[src/rtl/ffr_pkg.sv]
// shared types and codes for the frame fragment reassembly core
package ffr_pkg;

  localparam logic [2:0] STAT_ACCEPTED = 3'd0;
  localparam logic [2:0] STAT_SIZE_ERR = 3'd1;
  localparam logic [2:0] STAT_RANGE_ERR = 3'd2;
  localparam logic [2:0] STAT_DELIVERED = 3'd3;
  localparam logic [2:0] STAT_SKIPPED = 3'd4;
  localparam logic [2:0] STAT_TIMEOUT = 3'd5;
  localparam logic [2:0] STAT_EVICTED = 3'd6;

  localparam logic [15:0] TIMEOUT_RESET = 16'd100;
  localparam int MAX_TICK_RESULTS = 16;

  typedef enum logic [3:0] {
    ST_IDLE,
    ST_CHECK,
    ST_SCAN,
    ST_FETCH,
    ST_LOAD,
    ST_EVICT,
    ST_ACCEPT,
    ST_DONE,
    ST_TSCAN,
    ST_TREAD,
    ST_TEMIT
  } state_t;

  typedef struct packed {
    logic [2:0]  status;
    logic [3:0]  slot_index;
    logic [20:0] buffer_address;
    logic [16:0] frame_length;
    logic [31:0] frame_sequence;
    logic [31:0] frame_time;
    logic        frame_is_keyframe;
    logic [31:0] recv_count;
    logic [31:0] drop_count;
    logic [31:0] timeouts_seen;
    logic        last;
  } result_t;

endpackage

[src/rtl/ffr_slot_ram.sv]
// slot table memory, one write port and one registered read port
module ffr_slot_ram import ffr_pkg::*; #(
  parameter int DEPTH = 16,
  parameter int WIDTH = 8
) (
  input  logic                     clk,
  input  logic                     we,
  input  logic [$clog2(DEPTH)-1:0] waddr,
  input  logic [WIDTH-1:0]         wdata,
  input  logic                     re,
  input  logic [$clog2(DEPTH)-1:0] raddr,
  output logic [WIDTH-1:0]         rdata
);

  logic [WIDTH-1:0] mem [DEPTH];

  always_ff @(posedge clk) begin
    if (we) begin
      mem[waddr] <= wdata;
    end
  end

  always_ff @(posedge clk) begin
    if (re) begin
      rdata <= mem[raddr];
    end
  end

endmodule

[src/rtl/frame_fragment_reassembly_core.sv]
// frame fragment reassembly table: slot matching, completion and timeouts
//
//  channel  | direction | contents
//  s_axis   | in        | fragment descriptor or tick request
//  m_axis   | out       | result requests, tlast on the final one of an input
//  cfg      | in        | timeout_ticks write
//
// a rejected fragment goes from ST_IDLE through ST_CHECK straight back to ST_IDLE
// a fragment walks the slot memory once in ST_SCAN, then reads the chosen slot in
// ST_FETCH and ST_LOAD, plus ST_EVICT for an eviction and ST_DONE for a completion
// a tick walks every slot in ST_TSCAN, then rereads each slot up to the last stale
// one through ST_TREAD and ST_TEMIT; the single read port sets this
// rst is synchronous; valid bits and counters clear, slot memory is not cleared
// a stalled m_axis holds the walk at its current result; cfg_ready is always high
module frame_fragment_reassembly_core import ffr_pkg::*; #(
  parameter int SLOTS = 16,
  parameter int MAX_FRAGMENTS = 64,
  parameter int SLOT_BYTES = 131072
) (
  input  logic         clk,
  input  logic         rst,
  input  logic         s_axis_tvalid,
  output logic         s_axis_tready,
  // sequence_number, fragment_index, byte_offset, declared_size,
  // actual_payload_size, keyframe_flag, capture_time
  input  logic [135:0] s_axis_tdata,
  // cmd
  input  logic [0:0]   s_axis_tuser,
  input  logic         s_axis_tlast,
  output logic         m_axis_tvalid,
  input  logic         m_axis_tready,
  // slot_index, buffer_address, frame_length, frame_sequence, frame_time,
  // frame_is_keyframe, recv_count, drop_count, timeouts_seen
  output logic [207:0] m_axis_tdata,
  // status
  output logic [2:0]   m_axis_tuser,
  output logic         m_axis_tlast,
  input  logic         cfg_valid,
  output logic         cfg_ready,
  input  logic [15:0]  cfg_data
);

  localparam int SW = $clog2(SLOTS);
  localparam int FW = $clog2(MAX_FRAGMENTS);
  localparam int TCW = $clog2(MAX_FRAGMENTS + 1);
  localparam int PW = SW + 19;
  localparam logic [17:0] SB = 18'(SLOT_BYTES);
  localparam logic [SW:0] CNT_END = (SW+1)'(SLOTS);

  typedef struct packed {
    logic [31:0]              seq;
    logic [MAX_FRAGMENTS-1:0] bitmap;
    logic                     tk;
    logic [TCW-1:0]           tc;
    logic [16:0]              len;
    logic [31:0]              ftime;
    logic                     key;
    logic [31:0]              touched;
  } entry_t;

  localparam int EW = $bits(entry_t);

  state_t state, state_next;

  logic [SLOTS-1:0] valid, valid_next;
  logic [SW:0]      cnt, cnt_next;
  logic             chk_vld, chk_vld_next;
  logic [SW-1:0]    chk_idx, chk_idx_next;
  logic             hit, hit_next;
  logic [SW-1:0]    hit_idx, hit_idx_next;
  logic [31:0]      min_seq, min_seq_next;
  logic [SW-1:0]    min_idx, min_idx_next;
  logic [SW-1:0]    sel, sel_next;
  logic             evict, evict_next;
  logic             fresh, fresh_next;
  entry_t           ent, ent_next;
  logic [SW-1:0]    last_stale, last_stale_next;
  logic [4:0]       stale_cnt, stale_cnt_next;
  logic             any_stale, any_stale_next;

  logic [31:0] in_seq;
  logic [15:0] in_idx, in_off, in_dsz, in_asz;
  logic        in_key, in_lastf;
  logic [31:0] in_time;

  logic [15:0] timeout_ticks;
  logic [31:0] tick_now, tick_now_next;
  logic        keyframe_seen, keyframe_seen_next;
  logic [31:0] expected_next, expected_next_next;
  logic [31:0] rcv, rcv_next, drp, drp_next, tmo, tmo_next;

  result_t res, res_next;
  logic    out_vld, out_vld_next;

  logic          mem_we, mem_re;
  logic [SW-1:0] mem_waddr, mem_raddr;
  entry_t        mem_wdata;
  logic [EW-1:0] mem_rdata;
  entry_t        rd;

  logic          out_free, emit;
  logic          in_take;
  logic          size_bad, range_bad;
  logic [16:0]   end_pos;
  logic          free_any;
  logic [SW-1:0] free_idx, pick;
  logic          stale;
  entry_t        fresh_ent, upd;
  logic [MAX_FRAGMENTS-1:0] need;
  logic          complete;
  logic [PW-1:0] addr_full;
  logic [SW-1:0] ridx;

  ffr_slot_ram #(.DEPTH(SLOTS), .WIDTH(EW)) u_ram (
    .clk   (clk),
    .we    (mem_we),
    .waddr (mem_waddr),
    .wdata (mem_wdata),
    .re    (mem_re),
    .raddr (mem_raddr),
    .rdata (mem_rdata)
  );

  assign rd = entry_t'(mem_rdata);
  assign out_free = !out_vld || m_axis_tready;
  assign s_axis_tready = (state == ST_IDLE);
  assign in_take = s_axis_tvalid && s_axis_tready;
  assign cfg_ready = 1'b1;

  assign size_bad = (in_dsz != in_asz);
  assign end_pos = {1'b0, in_off} + {1'b0, in_asz};
  assign range_bad = (in_idx >= 16'(MAX_FRAGMENTS)) || ({1'b0, end_pos} > SB);

  assign ridx = (state == ST_TEMIT) ? cnt[SW-1:0] : chk_idx;
  assign stale = valid[ridx] && ((tick_now - rd.touched) > {16'd0, timeout_ticks});

  always_comb begin
    free_any = 1'b0;
    free_idx = '0;
    for (int i = SLOTS - 1; i >= 0; i--) begin
      if (!valid[i]) begin
        free_any = 1'b1;
        free_idx = SW'(i);
      end
    end
  end

  assign pick = hit ? hit_idx : (free_any ? free_idx : min_idx);

  always_comb begin
    fresh_ent = '0;
    fresh_ent.seq = in_seq;
    fresh_ent.ftime = in_time;
    fresh_ent.key = in_key;
  end

  always_comb begin
    upd = ent;
    upd.touched = tick_now;
    upd.bitmap = ent.bitmap | (MAX_FRAGMENTS'(1) << in_idx[FW-1:0]);
    if (end_pos > ent.len) begin
      upd.len = end_pos;
    end
    if (in_lastf) begin
      upd.tk = 1'b1;
      upd.tc = TCW'(in_idx) + TCW'(1);
    end
  end

  always_comb begin
    for (int b = 0; b < MAX_FRAGMENTS; b++) begin
      need[b] = (upd.tc > TCW'(b));
    end
  end

  assign complete = upd.tk && (&(~need | upd.bitmap));
  assign addr_full = (PW'(sel) * PW'(SB)) + PW'(in_off);

  // next state
  always_comb begin
    state_next = state;
    case (state)
      ST_IDLE: begin
        if (in_take) begin
          state_next = s_axis_tuser[0] ? ST_TSCAN : ST_CHECK;
        end
      end
      ST_CHECK: begin
        if (size_bad || range_bad) begin
          if (out_free) begin
            state_next = ST_IDLE;
          end
        end else begin
          state_next = ST_SCAN;
        end
      end
      ST_SCAN: begin
        if (cnt == CNT_END) begin
          state_next = ST_FETCH;
        end
      end
      ST_FETCH: state_next = ST_LOAD;
      ST_LOAD: state_next = evict ? ST_EVICT : ST_ACCEPT;
      ST_EVICT: begin
        if (out_free) begin
          state_next = ST_ACCEPT;
        end
      end
      ST_ACCEPT: begin
        if (out_free) begin
          state_next = complete ? ST_DONE : ST_IDLE;
        end
      end
      ST_DONE: begin
        if (out_free) begin
          state_next = ST_IDLE;
        end
      end
      ST_TSCAN: begin
        if (cnt == CNT_END) begin
          state_next = (any_stale || (chk_vld && stale)) ? ST_TREAD : ST_IDLE;
        end
      end
      ST_TREAD: state_next = ST_TEMIT;
      ST_TEMIT: begin
        if (!stale || out_free) begin
          state_next = (cnt[SW-1:0] == last_stale) ? ST_IDLE : ST_TREAD;
        end
      end
      default: state_next = ST_IDLE;
    endcase
  end

  // datapath and outputs
  always_comb begin
    valid_next = valid;
    cnt_next = cnt;
    chk_vld_next = 1'b0;
    chk_idx_next = chk_idx;
    hit_next = hit;
    hit_idx_next = hit_idx;
    min_seq_next = min_seq;
    min_idx_next = min_idx;
    sel_next = sel;
    evict_next = evict;
    fresh_next = fresh;
    ent_next = ent;
    last_stale_next = last_stale;
    stale_cnt_next = stale_cnt;
    any_stale_next = any_stale;
    tick_now_next = tick_now;
    keyframe_seen_next = keyframe_seen;
    expected_next_next = expected_next;
    rcv_next = rcv;
    drp_next = drp;
    tmo_next = tmo;
    emit = 1'b0;
    res_next = res;
    mem_we = 1'b0;
    mem_waddr = sel;
    mem_wdata = upd;
    mem_re = 1'b0;
    mem_raddr = cnt[SW-1:0];

    case (state)
      ST_IDLE: begin
        if (in_take && s_axis_tuser[0]) begin
          tick_now_next = tick_now + 32'd1;
        end
        cnt_next = '0;
        hit_next = 1'b0;
        min_idx_next = '0;
        stale_cnt_next = '0;
        any_stale_next = 1'b0;
      end
      ST_CHECK: begin
        if ((size_bad || range_bad) && out_free) begin
          emit = 1'b1;
          res_next = '0;
          res_next.status = size_bad ? STAT_SIZE_ERR : STAT_RANGE_ERR;
          res_next.frame_sequence = in_seq;
          res_next.recv_count = rcv;
          res_next.drop_count = drp;
          res_next.timeouts_seen = tmo;
          res_next.last = 1'b1;
        end
      end
      ST_SCAN, ST_TSCAN: begin
        if (cnt != CNT_END) begin
          mem_re = 1'b1;
          chk_vld_next = 1'b1;
          chk_idx_next = cnt[SW-1:0];
          cnt_next = cnt + (SW+1)'(1);
        end else begin
          cnt_next = '0;
        end
        if (chk_vld) begin
          if (state == ST_SCAN) begin
            if (!hit && valid[chk_idx] && (rd.seq == in_seq)) begin
              hit_next = 1'b1;
              hit_idx_next = chk_idx;
            end
            if ((chk_idx == '0) || (rd.seq < min_seq)) begin
              min_seq_next = rd.seq;
              min_idx_next = chk_idx;
            end
          end else if (stale && (stale_cnt < 5'(MAX_TICK_RESULTS))) begin
            stale_cnt_next = stale_cnt + 5'd1;
            last_stale_next = chk_idx;
            any_stale_next = 1'b1;
          end
        end
      end
      ST_FETCH: begin
        sel_next = pick;
        evict_next = !hit && !free_any;
        fresh_next = !hit;
        mem_re = 1'b1;
        mem_raddr = pick;
      end
      ST_LOAD: begin
        ent_next = (fresh && !evict) ? fresh_ent : rd;
      end
      ST_EVICT: begin
        if (out_free) begin
          emit = 1'b1;
          res_next.status = STAT_EVICTED;
          res_next.slot_index = 4'(sel);
          res_next.buffer_address = '0;
          res_next.frame_length = ent.len;
          res_next.frame_sequence = ent.seq;
          res_next.frame_time = ent.ftime;
          res_next.frame_is_keyframe = ent.key;
          res_next.recv_count = rcv;
          res_next.drop_count = drp;
          res_next.timeouts_seen = tmo;
          res_next.last = 1'b0;
          ent_next = fresh_ent;
        end
      end
      ST_ACCEPT: begin
        if (out_free) begin
          emit = 1'b1;
          mem_we = 1'b1;
          valid_next[sel] = 1'b1;
          ent_next = upd;
          res_next.status = STAT_ACCEPTED;
          res_next.slot_index = 4'(sel);
          res_next.buffer_address = addr_full[20:0];
          res_next.frame_length = upd.len;
          res_next.frame_sequence = upd.seq;
          res_next.frame_time = upd.ftime;
          res_next.frame_is_keyframe = upd.key;
          res_next.recv_count = rcv;
          res_next.drop_count = drp;
          res_next.timeouts_seen = tmo;
          res_next.last = !complete;
        end
      end
      ST_DONE: begin
        if (out_free) begin
          emit = 1'b1;
          valid_next[sel] = 1'b0;
          keyframe_seen_next = keyframe_seen || ent.key;
          rcv_next = rcv + 32'd1;
          if ((expected_next != 32'd0) && (in_seq != expected_next)) begin
            drp_next = drp + (in_seq - expected_next);
          end
          expected_next_next = in_seq + 32'd1;
          res_next.status = keyframe_seen_next ? STAT_DELIVERED : STAT_SKIPPED;
          res_next.slot_index = 4'(sel);
          res_next.buffer_address = '0;
          res_next.frame_length = ent.len;
          res_next.frame_sequence = ent.seq;
          res_next.frame_time = ent.ftime;
          res_next.frame_is_keyframe = ent.key;
          res_next.recv_count = rcv_next;
          res_next.drop_count = drp_next;
          res_next.timeouts_seen = tmo;
          res_next.last = 1'b1;
        end
      end
      ST_TREAD: begin
        mem_re = 1'b1;
      end
      ST_TEMIT: begin
        if (stale && out_free) begin
          emit = 1'b1;
          valid_next[cnt[SW-1:0]] = 1'b0;
          tmo_next = tmo + 32'd1;
          drp_next = drp + 32'd1;
          res_next.status = STAT_TIMEOUT;
          res_next.slot_index = 4'(cnt[SW-1:0]);
          res_next.buffer_address = '0;
          res_next.frame_length = rd.len;
          res_next.frame_sequence = rd.seq;
          res_next.frame_time = rd.ftime;
          res_next.frame_is_keyframe = rd.key;
          res_next.recv_count = rcv;
          res_next.drop_count = drp_next;
          res_next.timeouts_seen = tmo_next;
          res_next.last = (cnt[SW-1:0] == last_stale);
        end
        if (!stale || out_free) begin
          cnt_next = cnt + (SW+1)'(1);
        end
      end
      default: begin
      end
    endcase

    out_vld_next = emit ? 1'b1 : (m_axis_tready ? 1'b0 : out_vld);
  end

  always_ff @(posedge clk) begin
    if (rst) begin
      state <= ST_IDLE;
      valid <= '0;
      chk_vld <= 1'b0;
      out_vld <= 1'b0;
      timeout_ticks <= TIMEOUT_RESET;
      tick_now <= '0;
      keyframe_seen <= 1'b0;
      expected_next <= '0;
      rcv <= '0;
      drp <= '0;
      tmo <= '0;
    end else begin
      state <= state_next;
      valid <= valid_next;
      chk_vld <= chk_vld_next;
      out_vld <= out_vld_next;
      if (cfg_valid && cfg_ready) begin
        timeout_ticks <= cfg_data;
      end
      tick_now <= tick_now_next;
      keyframe_seen <= keyframe_seen_next;
      expected_next <= expected_next_next;
      rcv <= rcv_next;
      drp <= drp_next;
      tmo <= tmo_next;
    end
  end

  always_ff @(posedge clk) begin
    cnt <= cnt_next;
    chk_idx <= chk_idx_next;
    hit <= hit_next;
    hit_idx <= hit_idx_next;
    min_seq <= min_seq_next;
    min_idx <= min_idx_next;
    sel <= sel_next;
    evict <= evict_next;
    fresh <= fresh_next;
    ent <= ent_next;
    last_stale <= last_stale_next;
    stale_cnt <= stale_cnt_next;
    any_stale <= any_stale_next;
    res <= res_next;
    if (in_take) begin
      in_seq <= s_axis_tdata[31:0];
      in_idx <= s_axis_tdata[47:32];
      in_off <= s_axis_tdata[63:48];
      in_dsz <= s_axis_tdata[79:64];
      in_asz <= s_axis_tdata[95:80];
      in_key <= s_axis_tdata[96];
      in_time <= s_axis_tdata[128:97];
      in_lastf <= s_axis_tlast;
    end
  end

  assign m_axis_tvalid = out_vld;
  assign m_axis_tuser = res.status;
  assign m_axis_tlast = res.last;
  assign m_axis_tdata = {5'd0, res.timeouts_seen, res.drop_count, res.recv_count,
                         res.frame_is_keyframe, res.frame_time, res.frame_sequence,
                         res.frame_length, res.buffer_address, res.slot_index};

endmodule

[config.mk]
export PLATFORM = sky130hd
export DESIGN_NAME = frame_fragment_reassembly_core
export DESIGN_NICKNAME = d
export VERILOG_FILES = /design/src/rtl/ffr_pkg.sv /design/src/rtl/ffr_slot_ram.sv /design/src/rtl/frame_fragment_reassembly_core.sv
export SDC_FILE = /design/constraint.sdc
export NUM_CORES = 2
export LEC_CHECK = 0
export CAP_MARGIN = 5
export CORE_MARGIN = 2
export CORE_UTILIZATION = 45
export CTS_CLUSTER_DIAMETER = 120
export CTS_CLUSTER_SIZE = 24
export DETAILED_ROUTE_END_ITERATION = 7
export DONT_BUFFER_PORTS = 1
export SLEW_MARGIN = 20
export SYNTH_ARGS = -nofsm -noshare
export SYNTH_HDL_FRONTEND = slang
export SYNTH_SLANG_ARGS = --single-unit
[constraint.sdc]
create_clock -name clk -period 25.7 [get_ports clk]
set_input_delay 5.14 -clock clk [delete_from_list [all_inputs] [get_ports clk]]
set_output_delay 5.14 -clock clk [all_outputs]
set_load 0.02 [all_outputs]
==> summary.md <==
| Metric | Value |
|---|---|
| Outcome | complete, no violations |
| Worst Path Class, Setup | primary input to register |
| CTS Buf Count | 188 |
| Core Area | 352000 um^2 |
| Vias post-DR | 84.6k |
| Syn Std Cell Area | 159000 um^2 |
| Mapped Cells | 9043 |
| FF+latch area | 116000 um^2 |
| # setup viols final | 0 |
| Peak Freq | 0.124 GHz |
| Design Power | 15.9 mW |
| Sequential area share after synthesis | 0.727 |
| First-pass GRT wire length | 595000 um |
| Post-synth top flop | edfxtp_1 |
| Data arrival, critical path | 8700 ps |
| Warnings from Yosys | 0 |
| Critical Path, Cell by Cell | nor2b_1, buf_4, or3_1, nor2_4, buf_4, buf_4, buf_4 |
| P_int | 10.8 mW |
| Asr flop ratio synth | 0 |
| Synth cell count leaders | edfxtp_1, mux4_2, nand2_1 |
| # DRC | 0 |
| Top Ports | 374 |
| RePlAce Congestion | 0.902 |
| DRT Pass-1 Iters | 5 |
| Post-Layout Cell Count | 13.8k |
| Top cell type's share of synthesized area | 0.702 |
| Clk pwr share | 0.210 |
| CP Buf/Inv Count | 4 |
| Setup TNS | 0 ps |
| Die Height | 599 um |
| Multi-input logic area | 40600 um^2 |
| Final Skew | 115 ps |
| Max-slew headroom | 0.209 |
| Setup ws final | 17610 ps |
| Nets | 9327 |
| Critical path fanouts, max | 36 |
| IO buf count | 0 |
| Flop pwr share | 0.516 |
| Area Growth Syn to Fin | 7.07% |
| Critical path launch point type | primary input |
| #FFs+latches synth | 3917 |
| IR drop worst, VDD | 0.000110 V |
| Hold buffers post-CTS | 0 |
| Total gr overflow | 0 |
| Top delay family on crit path | buffers and inverters |
| Critical path capture point type | register |
| Most frequent cell after synthesis | edfxtp_1 |
| Slowest stage cell on the critical path | buf_4 |
| Hold/Removal Path Class | register to register |
| Place WS | 16210 ps |
| Final Hold Fails | 0 |
| CP required | 26310 ps |
| Post-CTS sizing | 0 |
| H-tree depth | 4 |
| RSZ-0062 raised after global routing | no |
| ANT nets after route | 0 |
| Postcts setup bufs | 0 |
| Slew @ Worst Pin | 1190 ps |
| CTS sink count | 3917 |
| Worst r2r src | tick_now[0] |
| # fillers | 29.1k |
| Path depth of the worst reg2reg path | 22 |
| Sw Share | 0.323 |
| Initial antenna violation count | 10 |
| Utilization after layout | 0.484 |
| Pin count of the biggest net entering global routing | 180 |
| Number of library cell types mapped by synthesis | 91 |
| Ratio of cells with drive above 1 in the final layout | 0.139 |
| Row count | 218 |
| Initial DRC count | 9586 |
| Avg Cell Area, Syn | 17.6 um^2 |
| Synth area leader | edfxtp_1 |
| Min-delay src | u_ram.rdata[138] |
| Die ar. | 358000 um^2 |
| Worst Hold Path Cells | 1 |
| Final wirelength | 413000 um |
| Worst-path clk slew | 100 ps |
| Area contributors post-synth | edfxtp_1, mux4_2, dfxtp_1 |
| Placed insts | 13.5k |
| Vias per inst | 6.15 |
| Clk_lat worst skew | 990 ps |
| Clock root cell | clkbuf_16 |
| Pins Over Slew Limit | 0 |
| TritonCTS clock tree | yes |
| Initial core utilization | 0.452 |
| Clock period minus worst slack | 8090 ps |
| Sw power | 5.15 mW |
| Power density over the cells | 93.6 nW/um^2 |
| Max Cap Violations | 0 |
| Leakage power | 53.8 nW |
| Clk buf depth | 4 |
| Wire per inst | 30.0 um |
| Combinational share of power | 0.274 |
| CP startpoint | m_axis_tready |
| Die Span X | 599 um |
| Worst path depth | 7 |
| Post-synth EDFFs | 3718 |
| CP peak stage delay | 810 ps |
| Total track usage | 0.226 |
| Fin crit share | 0.315 |
| Crit path top cell by count | buf_4 |
| Final HPWL DP | 233000 um |
| Number of global-route vias before repair | 84.2k |
## per-layer routing
metal	part of all wire	GRT usage	vias to the layer above
li1	-	-	35600
met1	0.42	0.324	45300
met2	0.48	0.371	3259
met3	0.069	0.0281	466
met4	0.025	0.0559	2
met5	0.000029	0	-
## per-stage QoR
step	area (um^2)	hold slack, ps
after detailed placement	165000	475
after CTS	170000	456
after global routing	170000	469
after global placement	165000	467
after floorplan	159000	443
final	170000	454
## layout make-up
cell class	count	share of cell area
antenna	8	0.000118
clock buffer	237	0.0290
clock inverter	20	0.00162
inverter	361	0.00796
multi-input combinational	4289	0.238
sequential	3917	0.679
tap	4730	0.0347
timing repair buffer	189	0.00951
## power by group through the flow
stage | Combinational (mW) | Clock [mW] | Sequential [mW]
after global routing | 4.74 | 3.62 | 8.27
after detailed placement | 4.38 | 0 | 8.37
after CTS | 4.40 | 3.44 | 8.23
final | 4.37 | 3.35 | 8.23
after global placement | 4.33 | 0 | 8.37
after floorplan | 3.09 | 0 | 8.40
## layout by cell type (no fill, tap or decap), types with 17 or more instances in the layout
master / instances
edfxtp_1: 3718
mux4_2: 753
nand2_1: 543
a22oi_1: 376
inv_1: 359
nor2_1: 330
a21oi_1: 269
o21ai_0: 243
dfxtp_1: 199
clkbuf_16: 190
ha_1: 189
buf_4: 173
xor2_1: 156
nand3_1: 137
a22o_1: 137
xnor2_1: 135
a21o_1: 78
nand4_1: 73
nor3_1: 72
and3_1: 61
mux2i_1: 60
clkbuf_1: 46
a211oi_1: 44
nor4_1: 40
a31oi_1: 38
and2_1: 37
nand2b_1: 34
o31ai_1: 34
o22ai_1: 34
fa_1: 33
or3_1: 32
o21a_1: 26
nor2b_1: 25
nor2_4: 21
o211ai_1: 17
## sequential cells by signal, summed over array words and instances (netlist names), 5 cells and up
| register | count |
|---|---|
| expected_next | 32 |
| u_ram.mem | 2976 |
| tmo | 32 |
| in_off | 16 |
| min_seq | 32 |
| u_ram.rdata | 186 |
| cnt | 5 |
| drp | 32 |
| valid | 16 |
| in_idx | 16 |
| in_dsz | 16 |
| in_seq | 32 |
| ent | 154 |
| stale_cnt | 5 |
| rcv | 32 |
| tick_now | 32 |
| in_asz | 16 |
| timeout_ticks | 16 |
| m_axis_tdata | 202 |
| in_time | 32 |
## kinds of logic (layout without fill, tap and decap cells)
kind of cell | count (synthesis) | count (layout) | synth area share
fa+ha+maj | 222 | 222 | 0.0190
flops | 3917 | 3917 | 0.727
xor+xnor | 291 | 291 | 0.0160
mux | 823 | 823 | 0.111
other cells | 2 | 15 | 0.0000472
buf+inv | 842 | 807 | 0.0204
compound gates | 1471 | 1471 | 0.0635
simple gates | 1475 | 1475 | 0.0430
## worst paths after layout
check | endpoint | slack, ps
max | u_ram.mem[2][76] | 17610
min | ent[138] | 450
max reg2reg | m_axis_tdata[78] | 18580
min reg2reg | ent[138] | 450
Power figures use the tool's default switching activity.
